===== src/sv/pow_difficulty_retarget_defines.svh =====
// Assertion macros for the difficulty retarget block
`ifndef POW_DIFFICULTY_RETARGET_DEFINES_SVH
`define POW_DIFFICULTY_RETARGET_DEFINES_SVH

// condition must hold at every clock edge out of reset
`define PDR_ASSERT_ALWAYS(lbl, clk, rst_n, cond) \
    lbl: assert property (@(posedge clk) disable iff (!(rst_n)) (cond)) \
        else $error("assertion failed");

// consequent must hold whenever the antecedent holds
`define PDR_ASSERT_IMPL(lbl, clk, rst_n, ante, cons) \
    lbl: assert property (@(posedge clk) disable iff (!(rst_n)) (ante) |-> (cons)) \
        else $error("assertion failed");

`endif


===== src/sv/pdr_pkg.sv =====
// Shared constants and types for the difficulty retarget block
`timescale 1ns / 1ps
`default_nettype none
package pdr_pkg;
    localparam int DIFF_W        = 48;
    localparam int HEIGHT_W      = 32;
    localparam int LEN_W         = 16;
    localparam int SPAN_W        = 40;
    localparam int CFG_IDX_W     = 2;
    localparam int CHUNK_W       = 16;
    localparam int TIME_BITS_DEF = 40;
    localparam int FRAC_BITS_DEF = 24;
    localparam int PB_SHIFT      = 11;

    localparam logic [DIFF_W-1:0] DIFF_MAX = {DIFF_W{1'b1}};
    localparam logic [13:0]       PB_DIV   = 14'd10000;
    localparam logic [11:0]       PB_BASE  = 12'd2049;
    localparam logic [11:0]       PB_FLOOR = 12'd1949;
    localparam logic [6:0]        PB_QCAP  = 7'd100;

    typedef enum logic [CFG_IDX_W-1:0] {
        CFG_MODE = 2'd0,
        CFG_DYN  = 2'd1,
        CFG_LEN  = 2'd2,
        CFG_SPAN = 2'd3
    } t_cfg_idx;

    typedef struct packed {
        logic [DIFF_W-1:0] diff;
        logic              h_zero;
        logic              clamp_up;
        logic              clamp_dn;
        logic              neg;
        logic              uncle;
    } t_side;
endpackage
`default_nettype wire


===== src/sv/pdr_cell.sv =====
// Divider cell: one quotient bit of the main lane and one step of the modulo lane
`timescale 1ns / 1ps
`default_nettype none
module pdr_cell import pdr_pkg::*; #(
    parameter int TIME_BITS = TIME_BITS_DEF,
    parameter int QW        = 50
) (
    input  wire logic                 i_clk,
    input  wire logic                 i_rst_n,
    input  wire logic                 i_ce,
    input  wire logic                 i_valid,
    input  wire t_side                i_side,
    input  wire logic [TIME_BITS-1:0] i_rem,
    input  wire logic [QW-1:0]        i_num,
    input  wire logic [TIME_BITS-1:0] i_div,
    input  wire logic [LEN_W-1:0]     i_mrem,
    input  wire logic [QW-1:0]        i_hnum,
    input  wire logic [LEN_W-1:0]     i_len,
    output logic                      o_valid,
    output t_side                     o_side,
    output logic [TIME_BITS-1:0]      o_rem,
    output logic [QW-1:0]             o_num,
    output logic [TIME_BITS-1:0]      o_div,
    output logic [LEN_W-1:0]          o_mrem,
    output logic [QW-1:0]             o_hnum
);
    logic [TIME_BITS:0] sh;
    logic               ge;
    logic [LEN_W:0]     msh;
    logic               mge;

    assign sh  = {i_rem, i_num[QW-1]};
    assign ge  = sh >= {1'b0, i_div};
    assign msh = {i_mrem, i_hnum[QW-1]};
    assign mge = msh >= {1'b0, i_len};

    always_ff @(posedge i_clk) begin
        if (!i_rst_n) begin
            o_valid <= 1'b0;
        end else if (i_ce) begin
            o_valid <= i_valid;
        end
    end

    always_ff @(posedge i_clk) begin
        if (i_ce) begin
            o_side <= i_side;
            o_rem  <= ge ? TIME_BITS'(sh - {1'b0, i_div}) : TIME_BITS'(sh);
            o_num  <= {i_num[QW-2:0], ge};
            o_div  <= i_div;
            o_mrem <= mge ? LEN_W'(msh - {1'b0, i_len}) : LEN_W'(msh);
            o_hnum <= {i_hnum[QW-2:0], 1'b0};
        end
    end
endmodule
`default_nettype wire


===== config.mk =====
export PLATFORM = sky130hd
export DESIGN_NAME = pdr_cell
export DESIGN_NICKNAME = d
export VERILOG_FILES = /design/src/sv/pow_difficulty_retarget_defines.svh /design/src/sv/pdr_pkg.sv /design/src/sv/pdr_cell.sv
export SDC_FILE = /design/constraint.sdc
export NUM_CORES = 1
export LEC_CHECK = 0
export BUFFER_PORTS_ARGS = -buffer_cell sky130_fd_sc_hd__buf_2
export CAP_MARGIN = 20
export CORE_AREA = 2 2 203 205
export CTS_CLUSTER_DIAMETER = 150
export DETAILED_ROUTE_END_ITERATION = 12
export DIE_AREA = 0 0 205 207
export PLACE_DENSITY = 0.63
export SYNTH_ARGS = -nofsm -noshare
export SYNTH_HDL_FRONTEND = slang
export SYNTH_SLANG_ARGS = --single-unit

===== constraint.sdc =====
create_clock -name i_clk -period 5.65 [get_ports i_clk]
set_input_delay 1.4125 -clock i_clk [delete_from_list [all_inputs] [get_ports i_clk]]
set_output_delay 1.4125 -clock i_clk [all_outputs]
set_load 0.02 [all_outputs]

==> impl_metrics.toml <==
[global_route]
grt_max_degree = 111
overflow = 0
grt_pass1_wl_um = 53000
antenna_found_initial = 5
gr-usage-all-layers_pct = 16.4
grt_pass1_vias = 8616

[placed_design]
pre_cts_ws_ns = 1.37
portBuffers = 517
place.gp.congestion = 0.844
dp_hpwl_um = 29000

[critical_path]
crit_buf_inv = 2
critPathLaunch = "i_div[12]"
rr_worst_depth = 2
slowest_delay_ns = 0.46
cp.arrival_ns = 4.02
slowest_stage = "or3_1"
path_depth = 12
required_ns = 5.93
worstSetupPathType = "input pin to register"
cp-start-kind = "input pin"
crit_family = "simple AND/OR/NAND/NOR gates"
path_cells = "buf_2 -> inv_1 -> ha_1 -> and4_4 -> and3_1 -> a21oi_1 -> nand2_2 -> or3_1 -> a211oi_2 -> o21ai_1 -> xnor2_1 -> mux2i_1"
r2r-start = "o_valid$_SDFFE_PN0P_"
worstReg2RegEnd = "o_valid$_SDFFE_PN0P_"
end_kind = "register"
cp-endpoint = "o_rem[35]$_DFFE_PP_"
ff2ff_setup_slack_ns = 5.05
cp_max_fo = 7

[clocking]
ctsLongestPathBuffers = 3
cts-resized-gates = 0
postCtsSetupRepairBufs = 0
cts_tree = "done"
clk_pin_slew_worst_paths_ns = 0.06
postCtsHoldBufs = 0
clkLatencyLatePin_ns = 0.55
cts.htree.levels = 1
cts_root_buffer = "clkbuf_16"
clock-sinks = 249
cts_buffers = 28

[logic_synthesis]
synthCells = 818
synth_top_family_by_area = "compound AO/OA/AOI/OAI gates"
synth.area.top_cells = "edfxtp_1 (67%), ha_1 (6.3%), a21oi_1 (3.5%)"
syn-num-nets = 1145
async_flop_share_pct = 0
synth_seq_area_share_pct = 66.7
synthXorXnorAreaFrac_pct = 3.76
synth-compound-area-share_pct = 11.0
netlist_area_sq_um = 11200
synth-simple-area-share_pct = 7.19
synth-warning-count = 0
synth_top_area_share_pct = 66.5
synth_fa_ha_area_share_pct = 6.62
synth_ff_type = "edfxtp_1"
synth_edf_count = 248
syn_area_per_cell_sq_um = 13.7
synth-seq-cells = 249
synth_area_leader_cell = "edfxtp_1"
synth_mux_area_share_pct = 1.62
synth_cell_type_count = 61

[final_layout]
final_util_pct = 38.2
num_antenna_cells = 0
area_growth_syn_to_layout_pct = 37.8
layout-drive-gt1-share_pct = 43.3
final_nets = 1678
fillers = 3971

[timing]
setup_violations = 0
fin_skew_ns = 0
relSlewSlack_pct = 38.4
hold_violations = 0
fin_ws_ns = 1.92
slew_violations = 0
fin_crit_sh_pct = 66.0
fmax_mhz = 268
rsz0062_at_grt = "false"
period_minus_slack_ns = 3.73
fin_tns_setup_ns = 0
worst_pin_slew_ns = 0.924

[flow_run]
drv_cap = 0

[floorplanning]
die-area_sq_um = 42400
die_h_um = 207
io_pins = 519
coreArea_sq_um = 40400
start_util_pct = 27.7
fp.dieW_um = 205
num_rows = 74

[route]
drtIter0Drc = 396
routed_wl_um = 36700
ant_nets = 0
wire_per_inst_um = 19.3
drcViolationCount = 0
drt-pass1-iter-count = 5
viasPerCell = 4.52
vias = 8601

[pwr]
power_density_nw_per_um2 = 344
vdd_drop_max_uv = 233
power_leakage_uw = 0.00679

[min_path]
holdCritPathClass = "register to register"

[run_status]
status = "finished, final reports clean"
==> cell usage in the layout, fill, tap and decap left out, drive strengths merged, types with 9 or more instances in the layout <==
cell,n
clkbuf,35
buf,521
o21a,11
mux2,11
edfxtp,248
xor2,18
nor2,61
nand2b,10
nand2,51
ha,56
nand3,9
a21oi,82
xnor2,30
nand4,11
o21ai,44
nor2b,9
a21o,21
inv,65
==> routing by layer <==
metal  track usage (%)  up-vias  wire [um]
li1                  -     4084          -
met1              20.3     4153      14900
met2              29.2      310      18500
met3              3.79       46       2720
met4              3.23        8        512
met5                 0        -         55
==> report_power, final <==
| group | switching [uW] | internal [uW] | leakage [uW] |
|---|---|---|---|
| clock | 762 | 1190 | 0.000475 |
| sequential | 47.7 | 2250 | 0.00244 |
| combinational | 666 | 387 | 0.00388 |
==> cell families after synthesis <==
kind of cell | Yosys count
DFF | 249
AOI/OAI and AO/OA | 192
and+or+nand+nor | 174
buffers and inverters | 83
adders and majority gates | 58
xor gates and xnor gates | 48
muxes | 13
other | 1
==> state kept, by name, indices dropped and copies added, names as in the netlist <==
register and count:
o_valid 1, o_div 40, o_rem 40, o_side 53, o_mrem 16, o_hnum 49
o_num 50
==> worst min-delay path by stage <==
stage / startpoint / to / slack (ns) / cells after the start
final: o_valid$_SDFFE_PN0P_ / o_valid$_SDFFE_PN0P_ / 0.53 / 2
after global routing: o_valid$_SDFFE_PN0P_ / o_valid$_SDFFE_PN0P_ / 0.57 / 2
after CTS: o_valid$_SDFFE_PN0P_ / o_valid$_SDFFE_PN0P_ / 0.53 / 2
after detailed placement: o_valid$_SDFFE_PN0P_ / o_valid$_SDFFE_PN0P_ / 0.51 / 2
after global placement: o_valid$_SDFFE_PN0P_ / o_valid$_SDFFE_PN0P_ / 0.51 / 2
after floorplan: o_valid$_SDFFE_PN0P_ / o_valid$_SDFFE_PN0P_ / 0.59 / 2
==> synth_stat cells, drive strengths merged (2+ instances only) <==
cell type  instances
a21o              21
mux2              11
nand2             51
o32ai              3
nand4             11
o211ai             4
nor4               4
edfxtp           248
clkbuf             9
o21bai             4
o31ai              2
nor2              61
nor3               7
nand2b            10
o21ai             44
or3                4
buf                9
mux2i              2
a31oi              5
and2               2
fa                 2
a211oi             5
o21a              11
inv               65
or2                2
xnor2             30
nor2b              9
and3               2
ha                56
o221ai             2
nand3              9
a21oi             82
xor2              18
==> stage by stage <==
step | instance area, sq um | power (uW) | instances | hold slack, ns
2_1_floorplan | 11200 | 2950 | 818 | 0.589
3_3_place_gp | 14400 | 3390 | 1853 | 0.507
3_5_place_dp | 14400 | 3400 | 1853 | 0.515
4_1_cts | 15400 | 5380 | 1904 | 0.531
5_1_grt | 15400 | 5540 | 1904 | 0.567
6_report | 15400 | 5300 | 1904 | 0.535
==> worst register-to-register path: cells and delay by family (launching register included) <==
family / cells / cell delay, ns
multiplexers: 1 / 0.12
AND/OR/NAND/NOR: 1 / 0.06
flip-flops: 1 / 0.31
==> area by class of cell <==
cell class	instances	area, sq um	area share, %
Inverter	65	244	1.58
Sequential cell	249	7470	48.4
Timing Repair Buffer	521	2670	17.3
Tap cell	532	666	4.32
Multi-Input combinational cell	486	3390	22.0
Clock inverter	16	225	1.46
Clock buffer	35	768	4.98
No activity file was read; power rests on OpenSTA's default activity.
